<file path="src/rtl/frp_pkg.sv">
// ============================================================================
// frp_pkg
// Shared types, constants and a decode helper for the FASTA record parser.
// ============================================================================
`default_nettype none

package frp_pkg;

    // Parameter defaults
    localparam int LINE_MAX_DEF    = 1024;
    localparam int MAX_NAME_DEF    = 256;
    localparam int LENGTH_BITS_DEF = 32;

    // Configuration port
    localparam int CFG_INDEX_W = 1;
    localparam int CFG_DATA_W  = 8;

    localparam logic [CFG_INDEX_W-1:0] REG_NAME_OFFSET = 1'd0;
    localparam logic [CFG_INDEX_W-1:0] REG_COUNT_ONLY  = 1'd1;

    localparam logic [7:0] NAME_OFFSET_RST = 8'd1;
    localparam logic       COUNT_ONLY_RST  = 1'b0;

    // Special bytes
    localparam logic [7:0] CH_NL    = 8'h0A;
    localparam logic [7:0] CH_TAB   = 8'h09;
    localparam logic [7:0] CH_SPACE = 8'h20;
    localparam logic [7:0] CH_GT    = 8'h3E;
    localparam logic [7:0] CH_COLON = 8'h3A;
    localparam logic [7:0] CH_PIPE  = 8'h7C;

    // Base codes
    localparam logic [3:0] BASE_T   = 4'd0;
    localparam logic [3:0] BASE_C   = 4'd1;
    localparam logic [3:0] BASE_A   = 4'd2;
    localparam logic [3:0] BASE_G   = 4'd3;
    localparam logic [3:0] BASE_AMB = 4'd10;

    // Parser phase
    typedef enum logic [2:0] {
        PH_SEEK = 3'd0,
        PH_SCAN = 3'd1,
        PH_SKIP = 3'd2,
        PH_SEQ  = 3'd3,
        PH_BAD  = 3'd4
    } phase_t;

    // Result kind
    typedef enum logic [2:0] {
        K_NAME = 3'd0,
        K_BASE = 3'd1,
        K_DONE = 3'd2,
        K_ERR  = 3'd3,
        K_NONE = 3'd4
    } kind_t;

    // Input item
    typedef struct packed {
        logic [7:0] data_byte;
        logic       end_of_input;
    } in_item_t;

    // Result item
    typedef struct packed {
        kind_t       result_kind;
        logic [7:0]  name_char;
        logic [3:0]  base_code;
        logic [31:0] record_length;
        logic        empty_record;
    } out_item_t;

    // Nucleotide decode result
    typedef struct packed {
        logic       valid;
        logic [3:0] code;
    } base_dec_t;

    // Map a byte to its base code, either case
    function automatic base_dec_t base_of(input logic [7:0] b);
        logic [7:0] c;
        base_dec_t  r;
        c = b;
        if (b >= "A" && b <= "Z") begin
            c = b | 8'h20;
        end
        r.valid = 1'b1;
        r.code  = BASE_AMB;
        case (c)
            "t", "u": r.code = BASE_T;
            "c":      r.code = BASE_C;
            "a":      r.code = BASE_A;
            "g":      r.code = BASE_G;
            "y", "r", "s", "w", "k", "m", "b",
            "d", "h", "i", "q", "v", "x", "n": r.code = BASE_AMB;
            default: begin
                r.valid = 1'b0;
                r.code  = 4'd0;
            end
        endcase
        return r;
    endfunction

endpackage

`default_nettype wire

</file>
<file path="src/rtl/frp_in_stage.sv">
// ============================================================================
// frp_in_stage
// Input register: holds one byte item until the parse step consumes it.
// ============================================================================
`default_nettype none

module frp_in_stage (
    input  wire logic              aclk,
    input  wire logic              aresetn,
    input  wire logic              s_valid,
    output logic                   s_ready,
    input  wire frp_pkg::in_item_t s_data,
    input  wire logic              advance,
    output logic                   item_valid,
    output frp_pkg::in_item_t      item_data
);
    import frp_pkg::*;

    logic     run_reg;
    logic     valid_reg, valid_next;
    in_item_t data_reg, data_next;
    logic     take;

    // Ready once out of reset and the register is empty or its item leaves this cycle
    assign s_ready = run_reg && (!valid_reg || advance);
    assign take    = s_valid && s_ready;

    always_comb begin
        valid_next = valid_reg;
        data_next  = data_reg;
        if (take) begin
            valid_next = 1'b1;
            data_next  = s_data;
        end else if (advance) begin
            valid_next = 1'b0;
        end
    end

    always_ff @(posedge aclk) begin
        if (!aresetn) begin
            run_reg   <= 1'b0;
            valid_reg <= 1'b0;
        end else begin
            run_reg   <= 1'b1;
            valid_reg <= valid_next;
        end
    end

    always_ff @(posedge aclk) begin
        data_reg <= data_next;
    end

    assign item_valid = valid_reg;
    assign item_data  = data_reg;

endmodule

`default_nettype wire

</file>
<file path="src/rtl/frp_core.sv">
// ============================================================================
// frp_core
// Parse state, configuration registers and per-byte result decode.
// ============================================================================
`default_nettype none

module frp_core #(
    parameter int LINE_MAX    = frp_pkg::LINE_MAX_DEF,
    parameter int MAX_NAME    = frp_pkg::MAX_NAME_DEF,
    parameter int LENGTH_BITS = frp_pkg::LENGTH_BITS_DEF
) (
    input  wire logic                               aclk,
    input  wire logic                               aresetn,
    input  wire logic                               cfg_wr_en,
    input  wire logic [frp_pkg::CFG_INDEX_W-1:0]    cfg_index,
    input  wire logic [frp_pkg::CFG_DATA_W-1:0]     cfg_wdata,
    input  wire logic                               item_valid,
    input  wire frp_pkg::in_item_t                  item_data,
    input  wire logic                               advance,
    output logic                                    res_valid,
    output frp_pkg::out_item_t                      res_data
);
    import frp_pkg::*;

    localparam logic [15:0] POS_LIMIT  = 16'(LINE_MAX - 1);
    localparam logic [8:0]  NAME_LIMIT = 9'(MAX_NAME);

    // Configuration
    logic [7:0] name_offset_reg;
    logic       count_only_reg;

    // Parse state
    phase_t                 phase_reg, phase_next;
    logic [15:0]            line_pos_reg, line_pos_next;
    logic                   started_reg, started_next;
    logic [8:0]             name_cnt_reg, name_cnt_next;
    logic [LENGTH_BITS-1:0] base_cnt_reg, base_cnt_next;

    logic       step;
    logic [7:0] b;
    logic       eoi;
    logic       is_nl, is_gt, is_colon, is_delim;
    logic       in_record;
    base_dec_t  base_dec;

    // Header scan decode
    logic        from_seek;
    logic [15:0] scan_pos, scan_pos_inc;
    logic        scan_started;
    logic [8:0]  scan_count;
    logic        scan_limit, scan_before, scan_name, scan_emit, scan_stop;
    logic        scan_go;

    assign step      = item_valid && advance;
    assign b         = item_data.data_byte;
    assign eoi       = item_data.end_of_input;
    assign is_nl     = (b == CH_NL);
    assign is_gt     = (b == CH_GT);
    assign is_colon  = (b == CH_COLON);
    assign is_delim  = (b == CH_SPACE) || (b == CH_TAB) || (b == CH_PIPE);
    assign base_dec  = base_of(b);
    assign in_record = (phase_reg == PH_SCAN) || (phase_reg == PH_SKIP)
                       || (phase_reg == PH_SEQ);

    // A '>' while seeking opens a header at position zero
    always_comb begin
        from_seek    = (phase_reg == PH_SEEK);
        scan_pos     = from_seek ? 16'd0 : line_pos_reg;
        scan_started = from_seek ? 1'b0 : started_reg;
        scan_count   = from_seek ? 9'd0 : name_cnt_reg;
        scan_pos_inc = (scan_pos == 16'hFFFF) ? scan_pos : scan_pos + 16'd1;
        scan_limit   = (scan_pos >= POS_LIMIT);
        scan_before  = (scan_pos < {8'd0, name_offset_reg});
        scan_name    = !is_nl && !scan_limit && !scan_before && !is_colon && !is_delim;
        scan_emit    = scan_name && (scan_count < NAME_LIMIT);
        scan_stop    = !is_nl && (scan_limit
                       || (!scan_before && (is_colon || (is_delim && scan_started))));
        scan_go      = !eoi && ((phase_reg == PH_SCAN) || (from_seek && is_gt));
    end

    // Next state
    always_comb begin
        phase_next    = phase_reg;
        line_pos_next = line_pos_reg;
        started_next  = started_reg;
        name_cnt_next = name_cnt_reg;
        base_cnt_next = base_cnt_reg;
        if (eoi) begin
            phase_next    = PH_SEEK;
            line_pos_next = 16'd0;
            if (in_record) begin
                base_cnt_next = '0;
            end
        end else begin
            unique case (phase_reg)
                PH_SCAN: begin
                    // handled by the scan update below
                end
                PH_SKIP: begin
                    if (is_nl) begin
                        phase_next    = PH_SEQ;
                        base_cnt_next = '0;
                    end
                end
                PH_SEQ: begin
                    if (is_gt) begin
                        phase_next    = PH_SCAN;
                        line_pos_next = 16'd1;
                        started_next  = 1'b0;
                        name_cnt_next = 9'd0;
                        base_cnt_next = '0;
                    end else if (base_dec.valid && (base_cnt_reg != '1)) begin
                        base_cnt_next = base_cnt_reg + LENGTH_BITS'(1);
                    end
                end
                PH_BAD: begin
                    if (is_nl) begin
                        phase_next = PH_SEEK;
                    end
                end
                default: begin
                    phase_next = PH_SEEK;
                    if (is_gt) begin
                        base_cnt_next = '0;
                    end else if (!is_nl) begin
                        phase_next = PH_BAD;
                    end
                end
            endcase
        end
        // Header scan update
        if (scan_go) begin
            line_pos_next = scan_pos_inc;
            started_next  = scan_started || scan_name;
            name_cnt_next = scan_count + {8'd0, scan_emit};
            if (is_nl) begin
                phase_next    = PH_SEQ;
                base_cnt_next = '0;
            end else if (scan_stop) begin
                phase_next = PH_SKIP;
            end else begin
                phase_next = PH_SCAN;
            end
        end
    end

    // Result of the current byte
    always_comb begin
        res_valid = 1'b0;
        res_data  = '0;
        if (eoi) begin
            res_valid = 1'b1;
            if (in_record) begin
                res_data.result_kind   = K_DONE;
                res_data.record_length = 32'(base_cnt_reg);
                res_data.empty_record  = (base_cnt_reg == '0);
            end else begin
                res_data.result_kind = K_NONE;
            end
        end else begin
            unique case (phase_reg)
                PH_SCAN: begin
                    if (scan_emit) begin
                        res_valid          = 1'b1;
                        res_data.result_kind = K_NAME;
                        res_data.name_char = b;
                    end
                end
                PH_SEQ: begin
                    if (is_gt) begin
                        res_valid              = 1'b1;
                        res_data.result_kind   = K_DONE;
                        res_data.record_length = 32'(base_cnt_reg);
                        res_data.empty_record  = (base_cnt_reg == '0);
                    end else if (base_dec.valid && !count_only_reg) begin
                        res_valid            = 1'b1;
                        res_data.result_kind = K_BASE;
                        res_data.base_code   = base_dec.code;
                    end
                end
                PH_SKIP, PH_BAD: begin
                    res_valid = 1'b0;
                end
                default: begin
                    if (is_gt) begin
                        if (scan_emit) begin
                            res_valid            = 1'b1;
                            res_data.result_kind = K_NAME;
                            res_data.name_char   = b;
                        end
                    end else if (!is_nl) begin
                        res_valid            = 1'b1;
                        res_data.result_kind = K_ERR;
                    end
                end
            endcase
        end
    end

    // Configuration writes
    always_ff @(posedge aclk) begin
        if (!aresetn) begin
            name_offset_reg <= NAME_OFFSET_RST;
            count_only_reg  <= COUNT_ONLY_RST;
        end else if (cfg_wr_en) begin
            unique case (cfg_index)
                REG_NAME_OFFSET: name_offset_reg <= cfg_wdata;
                REG_COUNT_ONLY:  count_only_reg  <= cfg_wdata[0];
                default: begin
                    name_offset_reg <= name_offset_reg;
                end
            endcase
        end
    end

    // Parse state registers advance once per consumed byte
    always_ff @(posedge aclk) begin
        if (!aresetn) begin
            phase_reg    <= PH_SEEK;
            line_pos_reg <= 16'd0;
            started_reg  <= 1'b0;
            name_cnt_reg <= 9'd0;
            base_cnt_reg <= '0;
        end else if (step) begin
            phase_reg    <= phase_next;
            line_pos_reg <= line_pos_next;
            started_reg  <= started_next;
            name_cnt_reg <= name_cnt_next;
            base_cnt_reg <= base_cnt_next;
        end
    end

endmodule

`default_nettype wire

</file>
<file path="src/rtl/frp_out_stage.sv">
// ============================================================================
// frp_out_stage
// Result register: holds one result until the receiver takes it.
// ============================================================================
`default_nettype none

module frp_out_stage (
    input  wire logic               aclk,
    input  wire logic               aresetn,
    input  wire logic               item_valid,
    input  wire logic               res_valid,
    input  wire frp_pkg::out_item_t res_data,
    output logic                    advance,
    output logic                    m_valid,
    input  wire logic               m_ready,
    output frp_pkg::out_item_t      m_data
);
    import frp_pkg::*;

    logic      valid_reg, valid_next;
    out_item_t data_reg, data_next;

    // Register is free when empty or its transfer completes now
    assign advance = !valid_reg || m_ready;

    always_comb begin
        valid_next = valid_reg;
        data_next  = data_reg;
        if (advance) begin
            valid_next = item_valid && res_valid;
            data_next  = res_data;
        end
    end

    always_ff @(posedge aclk) begin
        if (!aresetn) begin
            valid_reg <= 1'b0;
        end else begin
            valid_reg <= valid_next;
        end
    end

    always_ff @(posedge aclk) begin
        data_reg <= data_next;
    end

    assign m_valid = valid_reg;
    assign m_data  = data_reg;

endmodule

`default_nettype wire

</file>
<file path="src/rtl/fasta_record_parser.sv">
// ============================================================================
// fasta_record_parser
// FASTA byte-stream parser: record names, base codes and record lengths.
// ============================================================================
// Usage:
//   s_valid/s_ready/s_data carry one byte item per transfer (data byte and an
//   end-of-input flag). m_valid/m_ready/m_data carry zero or one result per
//   byte: a name character, a base code, record done with its length, a
//   format error, or "no record before end".
//   cfg_wr_en/cfg_index/cfg_wdata write name_offset (index 0) and count_only
//   (index 1); write only while the parser is idle.
// Path: a byte is held in the input register, and its result is then loaded
//   into the result register from that registered byte.
// Throughput: one byte per cycle while not stalled; each byte's parse step
//   is a single decode stage between the input and result registers.
// Reset: aresetn low clears the parse state to header seek and loads the
//   register defaults; s_ready rises in the cycle after reset is released.
// Stall: while m_ready is low the result register holds, the input register
//   fills, and s_ready drops; nothing is lost or repeated.
// ============================================================================
`default_nettype none

module fasta_record_parser #(
    parameter int LINE_MAX    = frp_pkg::LINE_MAX_DEF,
    parameter int MAX_NAME    = frp_pkg::MAX_NAME_DEF,
    parameter int LENGTH_BITS = frp_pkg::LENGTH_BITS_DEF
) (
    input  wire logic                               aclk,
    input  wire logic                               aresetn,
    input  wire logic                               cfg_wr_en,
    input  wire logic [frp_pkg::CFG_INDEX_W-1:0]    cfg_index,
    input  wire logic [frp_pkg::CFG_DATA_W-1:0]     cfg_wdata,
    input  wire logic                               s_valid,
    output logic                                    s_ready,
    input  wire frp_pkg::in_item_t                  s_data,
    output logic                                    m_valid,
    input  wire logic                               m_ready,
    output frp_pkg::out_item_t                      m_data
);
    import frp_pkg::*;

    logic      advance;
    logic      item_valid;
    in_item_t  item_data;
    logic      res_valid;
    out_item_t res_data;

    frp_in_stage u_in (
        .aclk       (aclk),
        .aresetn    (aresetn),
        .s_valid    (s_valid),
        .s_ready    (s_ready),
        .s_data     (s_data),
        .advance    (advance),
        .item_valid (item_valid),
        .item_data  (item_data)
    );

    frp_core #(
        .LINE_MAX    (LINE_MAX),
        .MAX_NAME    (MAX_NAME),
        .LENGTH_BITS (LENGTH_BITS)
    ) u_core (
        .aclk       (aclk),
        .aresetn    (aresetn),
        .cfg_wr_en  (cfg_wr_en),
        .cfg_index  (cfg_index),
        .cfg_wdata  (cfg_wdata),
        .item_valid (item_valid),
        .item_data  (item_data),
        .advance    (advance),
        .res_valid  (res_valid),
        .res_data   (res_data)
    );

    frp_out_stage u_out (
        .aclk       (aclk),
        .aresetn    (aresetn),
        .item_valid (item_valid),
        .res_valid  (res_valid),
        .res_data   (res_data),
        .advance    (advance),
        .m_valid    (m_valid),
        .m_ready    (m_ready),
        .m_data     (m_data)
    );

endmodule

`default_nettype wire

</file>
<file path="config.mk">
export PLATFORM = sky130hd
export DESIGN_NAME = fasta_record_parser
export DESIGN_NICKNAME = d
export VERILOG_FILES = /design/src/rtl/frp_pkg.sv /design/src/rtl/frp_in_stage.sv /design/src/rtl/frp_core.sv /design/src/rtl/frp_out_stage.sv /design/src/rtl/fasta_record_parser.sv
export SDC_FILE = /design/constraint.sdc
export NUM_CORES = 1
export LEC_CHECK = 0
export ABC_AREA = 0
export BUFFER_PORTS_ARGS = -buffer_cell sky130_fd_sc_hd__buf_2
export CAP_MARGIN = 30
export CORE_MARGIN = 5
export CORE_UTILIZATION = 40
export DETAILED_ROUTE_END_ITERATION = 10
export GPL_TIMING_DRIVEN = 1
export PLACE_DENSITY_LB_ADDON = 0.05
export SLEW_MARGIN = 10
export SYNTH_ARGS = -nofsm -noshare
export SYNTH_HDL_FRONTEND = slang
export SYNTH_SLANG_ARGS = --single-unit
</file>
<file path="constraint.sdc">
create_clock -name aclk -period 4.05 [get_ports aclk]
set_input_delay 0.405 -clock aclk [delete_from_list [all_inputs] [get_ports aclk]]
set_output_delay 0.405 -clock aclk [all_outputs]
set_load 0.005 [all_outputs]
</file>
==> flow_metrics.tcl, run 1 <==
set metrics [dict create \
    seq_area_frac_synth 0.448 \
    numPortBuffers 71 \
    core-area_um2 17200 \
    ys_async_sr_fraction 0 \
    wl_per_cell_um 16.7 \
    rsz0062_at_grt "false" \
    hold_path.class "in2reg" \
    syn-mean-instance-area_um2 8.60 \
    area_growth_syn_to_layout_pct 17.4 \
    first_pass_iters 5 \
    cts_root_buf "clkbuf_16" \
    setup_viol 0 \
    grt_pass1_wl_um 30400 \
    cp.required_ps 4350 \
    yosysWarningCount 0 \
    ys_types 64 \
    synth_top_flop_cell "dfxtp_1" \
    synthesis.nets 851 \
    num_vias 6363 \
    power_density_nw_per_um2 384 \
    endpoint_kind "register" \
    worstSetupPathType "reg2reg" \
    fillers 1663 \
    synthAdderAreaFrac 0.0214 \
    total_power_mw 3.16 \
    postPlaceCellArea_um2 7600 \
    regArea_um2 3140 \
    htreeDepth 4 \
    synth_most_common_cell "nand2_1" \
    postCtsSetupRepairBufs 0 \
    viasPerCell 5.71 \
    final_area_um2 8240 \
    clk_pin_slew_ps 60 \
    synth_top_area_share 0.240 \
    fp.dieW_um 142 \
    synth_area_um2 7020 \
    clkSinkCount 129 \
    die_y_um 142 \
    track_usage 0.183 \
    p_leak_nw 3.30 \
    yosysTopAreaCell "edfxtp_1" \
    clk_latency_ps 420 \
    drt_wl_total_um 18600 \
    skew_ps 14.2 \
    worstPathArrival_ps 4110 \
    synth.mux.area_fraction 0.00428 \
    synthSimpleGateAreaFrac 0.298 \
    rows 48 \
    synth_cells 816 \
    first_iter_violations 471 \
    largest_reg_flops 47 \
    setup-tns-final_ps 0 \
    grt_max_degree 51 \
    ir_worst_vdd_mv 0.271 \
    drive_above_1_share 0.150 \
    gp_congestion 0.883 \
    synth_compound_area_frac 0.181 \
    io_pins 73 \
    clock.fmax_mhz 262 \
    synth-xor-area-share 0.00624 \
    grt_antenna_before_repair 0 \
    dp_hpwl_um 13200 \
    grt_pass1_vias 5931 \
    synth_top_family_by_area "simple AND/OR/NAND/NOR gates" \
    start_util 0.407 \
    antenna_cells 0 \
    tightest_slew_ps 807 \
    status "complete, no violations" \
    critPathMaxFanout 11 \
    multi_input_area_um2 3600 \
    hold_viol_final 0 \
    holdBufCountCts 0 \
    fin_nets 911 \
    slew_violations 0 \
    relSlewSlack 0.457 \
    post-route-min-period_ps 3810 \
    synth_edf_count 56 \
    setup_ws_ps 237 \
    synthTopCellsByArea "edfxtp_1, dfxtp_1, nand2_1" \
    min_period_over_period 0.941 \
    drv_cap 0 \
    start_kind "register" \
    cts_buffers 17 \
    synth_commonest_cells "nand2_1, dfxtp_1, a21oi_1" \
    cts_buffer_depth 2 \
    grt_overflow 0 \
    ys_ff_latch 129 \
    cts_tree "done" \
    ant_nets 0 \
    whs_ps 162 \
    place_ws_ps 191 \
    drc 0 \
    die_area_um2 20300 \
]
[repair_timing]
action	4_1_cts	5_1_grt
endpoints found under the setup margin	0	3
gates resized for setup	0	2
hold endpoints to repair	0	0
[where the power goes]
group,switching [mW],total [mW],internal [mW]
registers,0.0189,1.40,1.38
logic,0.0768,0.125,0.0482
clock network,0.553,1.64,1.08
total,0.649,3.16,2.51
[cell type report]
cell class                      count  share of cell area
Inverter                           24              0.0109
Multi-Input combinational cell    615               0.437
Clock inverter                     12              0.0231
Timing Repair Buffer               89              0.0601
Sequential cell                   129               0.382
Clock buffer                       20              0.0530
Tap cell                          225              0.0342
[metrics by stage]
stage               instances  utilization
finish                   1114        0.478
global route             1114        0.478
CTS                      1113        0.477
detailed placement       1081        0.441
global placement         1080        0.440
floorplan                 816            -
[path summary, 6_finish.rpt]
kind,from,end,slack [ps],cells past startpoint
min reg2reg,u_core.name_offset_reg[3],u_core.name_offset_reg[3],450,2
min,s_data[7],u_in.item_data[7],160,1
max,u_core.phase_reg[0],u_core.name_cnt_reg[8],240,17
max reg2reg,u_core.phase_reg[0],u_core.name_cnt_reg[8],240,17
[kinds of logic (layout without fill, tap and decap cells)]
logic type               count (synthesis)  after routing
other                                    1              1
AO/OA/AOI/OAI                          201            201
flip-flops                             129            129
buffers and inverters                   72            145
XOR/XNOR                                 5              5
AND/OR/NAND/NOR                        393            393
adder cells (fa/ha/maj)                 12             12
multiplexers                             3              3
[metal layers]
| metal | routed length (um) | vias to the layer above | GRT usage |
|---|---|---|---|
| met5 | 0 | - | 0 |
| met4 | 142 | 0 | 0.0470 |
| met3 | 926 | 15 | 0.0366 |
| met2 | 9050 | 187 | 0.305 |
| met1 | 8530 | 3010 | 0.245 |
| li1 | - | 3151 | - |
[critical path, stage by stage (launching register included)]
cell and delay (ps):
dfxtp_1 310, or3_4 450, buf_4 190, nand2_1 140
inv_1 120, ha_1 290, nor2_1 100, a311oi_1 60
or4_1 490, and3_1 240, ha_1 240, ha_1 210
and4_1 220, and3_1 210, nand3_1 110, nor2_1 40
o21ai_0 210, a21oi_1 60
[placed cells by master (no fill, tap or decap), types with 5 or more instances in the layout]
master,netlist,routed
a211oi_1,6,6
dfxtp_1,73,73
and3_1,19,19
bufinv_16,0,5
o31ai_1,7,7
or3_1,6,5
and4_1,9,9
a31oi_1,11,11
clkbuf_16,0,17
nor3_1,25,24
o22ai_1,5,5
inv_1,24,23
and2_1,55,55
nand4_1,21,21
nand2b_1,12,12
nor2_1,57,56
nor2b_1,10,10
edfxtp_1,56,56
a21o_1,7,7
nand2_1,93,93
nor4_1,20,20
o211ai_1,13,13
ha_1,12,12
nand3_1,41,41
a21oi_1,60,60
or4_1,8,8
a22oi_1,5,5
buf_2,11,71
o21ai_0,55,54
buf_4,1,16
Note: power is estimated with default switching activity, not from simulation.
==> inputs of run 2 (changes only) <==
--- a/config.mk
+++ b/config.mk
@@ -12,7 +12,7 @@
 export CORE_UTILIZATION = 40
 export DETAILED_ROUTE_END_ITERATION = 10
 export GPL_TIMING_DRIVEN = 1
-export PLACE_DENSITY_LB_ADDON = 0.05
+export PLACE_DENSITY = 0.65
 export SLEW_MARGIN = 10
 export SYNTH_ARGS = -nofsm -noshare
 export SYNTH_HDL_FRONTEND = slang
==> run 2 against run 1 <==
Final area down 0.55%. Fmax up 0.84%. Non-clock buffer count unchanged. Clock power down 6%. Die area unchanged. Utilization down 0.26 points. Worst setup slack better by 32 ps. Combinational power about the same. Register-to-register slack better by 30 ps. Critical endpoint unchanged. Largest cell class unchanged.
==> flow_metrics.tcl, run 2 (synthesized netlist as in run 1, its figures left out) <==
set metrics [dict create \
    grt_max_degree 51 \
    drive_above_1_share 0.153 \
    reg2reg_from "u_core.phase_reg[0]" \
    critPathMaxFanout 8 \
    cts_tree "done" \
    dp_hpwl_um 12200 \
    cts_buffer_depth 2 \
    die_y_um 142 \
    holdBufCountCts 0 \
    place_ws_ps 309 \
    worstSetupPathType "reg2reg" \
    crit_top_cell "ha_1" \
    htreeDepth 4 \
    viasPerCell 5.67 \
    hold_path.class "in2reg" \
    largest_reg_flops 47 \
    grt_antenna_before_repair 0 \
    power_density_nw_per_um2 374 \
    worstPathArrival_ps 4090 \
    endpoint_kind "register" \
    antenna_cells 0 \
    worstReg2RegEnd "u_core.name_cnt_reg[8]" \
    r2r_cells 16 \
    relSlewSlack 0.396 \
    holdPathStages 1 \
    dp.cells 1082 \
    start_kind "register" \
    min_from "s_data[3]" \
    setup-tns-final_ps 0 \
    skew_ps 6.87 \
    cpMaxStageDelayCell "or3_1" \
    tightest_slew_ps 899 \
    clk_pin_slew_ps 60 \
    clock.fmax_mhz 264 \
    core-area_um2 17200 \
    rows 48 \
    numPortBuffers 71 \
    clk_latency_ps 430 \
    worstPathCellList "or3_1 > and2_1 > ha_1 > nor2b_1 > o21ai_0 > a311oi_1 > or4_1 > and3_1 > ha_1 > ha_1 > and4_1 > and3_1 > nand3_1 > nor2_1 > o21ai_0 > a21oi_1" \
    p_leak_nw 3.28 \
    first_pass_iters 5 \
    wl_per_cell_um 15.9 \
    grt_pass1_wl_um 29900 \
    cp_num_buf_inv 0 \
    drt_wl_total_um 17700 \
    track_usage 0.179 \
    whs_ps 153 \
    grt_overflow 0 \
    grt_pass1_vias 5975 \
    final-instance-count-excl-fill 1114 \
    ir_worst_vdd_mv 0.315 \
    grt_use_met3 0.0376 \
    fillers 1639 \
    postCtsSetupRepairBufs 0 \
    setup_viol 0 \
    slew_violations 0 \
    status "complete, no violations" \
    rrSetupSlack_ps 270 \
    num_vias 6317 \
    whs_endpoint "u_in.item_data[3]" \
    final_common_cell "nand2_1" \
    cts_buffers 17 \
    post-route-min-period_ps 3780 \
    clkSinkCount 129 \
    drv_cap 0 \
    die_area_um2 20300 \
    cp_num_cells 16 \
    final_cell_mix "nand2_1, dfxtp_1, buf_2, a21oi_1, nor2_1" \
    cp.required_ps 4360 \
    cts_root_buf "clkbuf_16" \
    first_iter_violations 538 \
    ant_nets 0 \
    critPathTopFamily "simple AND/OR/NAND/NOR gates" \
    grt_util_met2 0.289 \
    hold_viol_final 0 \
    total_power_mw 3.06 \
    io_pins 73 \
    cp_slowest_stage_delay_ps 500 \
    rsz0062_at_grt "false" \
    met1_usage 0.238 \
    setup_ws_ps 269 \
    busiest_layer "met2" \
    start_util 0.407 \
    fin_nets 911 \
    area_growth_syn_to_layout_pct 16.7 \
    min_period_over_period 0.934 \
    fp.dieW_um 142 \
    drc 0 \
    gp_congestion 0.868 \
]
[run 2: cell count changes in the layout (fill, tap and decap cells not counted), sizes merged]
| cell | delta |
|---|---|
| buf | +1 |
| clkinv | -1 |
| bufinv | -3 |
| clkbuf | -3 |
| clkinvlp | +2 |
| inv | +4 |
[run 2: per-layer routing]
metal  up-vias  share of wire
met4         0          0.015
met2       167           0.48
met1      2990           0.46
li1       3137              -
met3        23          0.051
met5         -              0
[run 2: what timing repair did]
| action | CTS | global route |
|---|---|---|
| gates resized for setup | 0 | 1 |
| hold endpoints to repair | 0 | 0 |
| endpoints found under the setup margin | 0 | 2 |
[run 2: area by class of cell]
class	count	area, um^2	share of cell area
clock buffers	18	439	0.0536
clock inverters	14	155	0.0189
inverters	24	90.1	0.0110
multi-input cells	615	3590	0.439
flip-flops and latches	129	3140	0.384
well taps	225	282	0.0344
repair buffers	89	490	0.0599
[run 2: worst register-to-register path: cells and delay by family (launching register included)]
family / cells / cell delay [ps]
AO/OA/AOI/OAI: 4 / 450
adder cells (fa/ha/maj): 3 / 730
flip-flops: 1 / 300
AND/OR/NAND/NOR: 9 / 2180
[run 2: worst max path at each step]
stage | start | to | slack, ps
2_1_floorplan | u_core.phase_reg[1] | u_core.name_cnt_reg[8] | 50
3_3_place_gp | u_core.phase_reg[0] | u_core.name_cnt_reg[8] | 340
3_5_place_dp | u_core.phase_reg[0] | u_core.name_cnt_reg[8] | 310
4_1_cts | u_core.phase_reg[0] | u_core.name_cnt_reg[8] | 280
5_1_grt | u_core.phase_reg[0] | u_core.name_cnt_reg[8] | 1
6_report | u_core.phase_reg[0] | u_core.name_cnt_reg[8] | 270
[run 2: through the flow]
stage / util / area (um^2)
floorplan: - / 7020
global placement: 0.441 / 7600
detailed placement: 0.441 / 7600
CTS: 0.475 / 8190
global route: 0.475 / 8190
finish: 0.475 / 8190
[run 2: power breakdown]
group | total [mW] | switching [mW] | internal [mW]
registers | 1.40 | 0.0187 | 1.38
clock network | 1.54 | 0.613 | 0.929
logic | 0.123 | 0.0752 | 0.0477
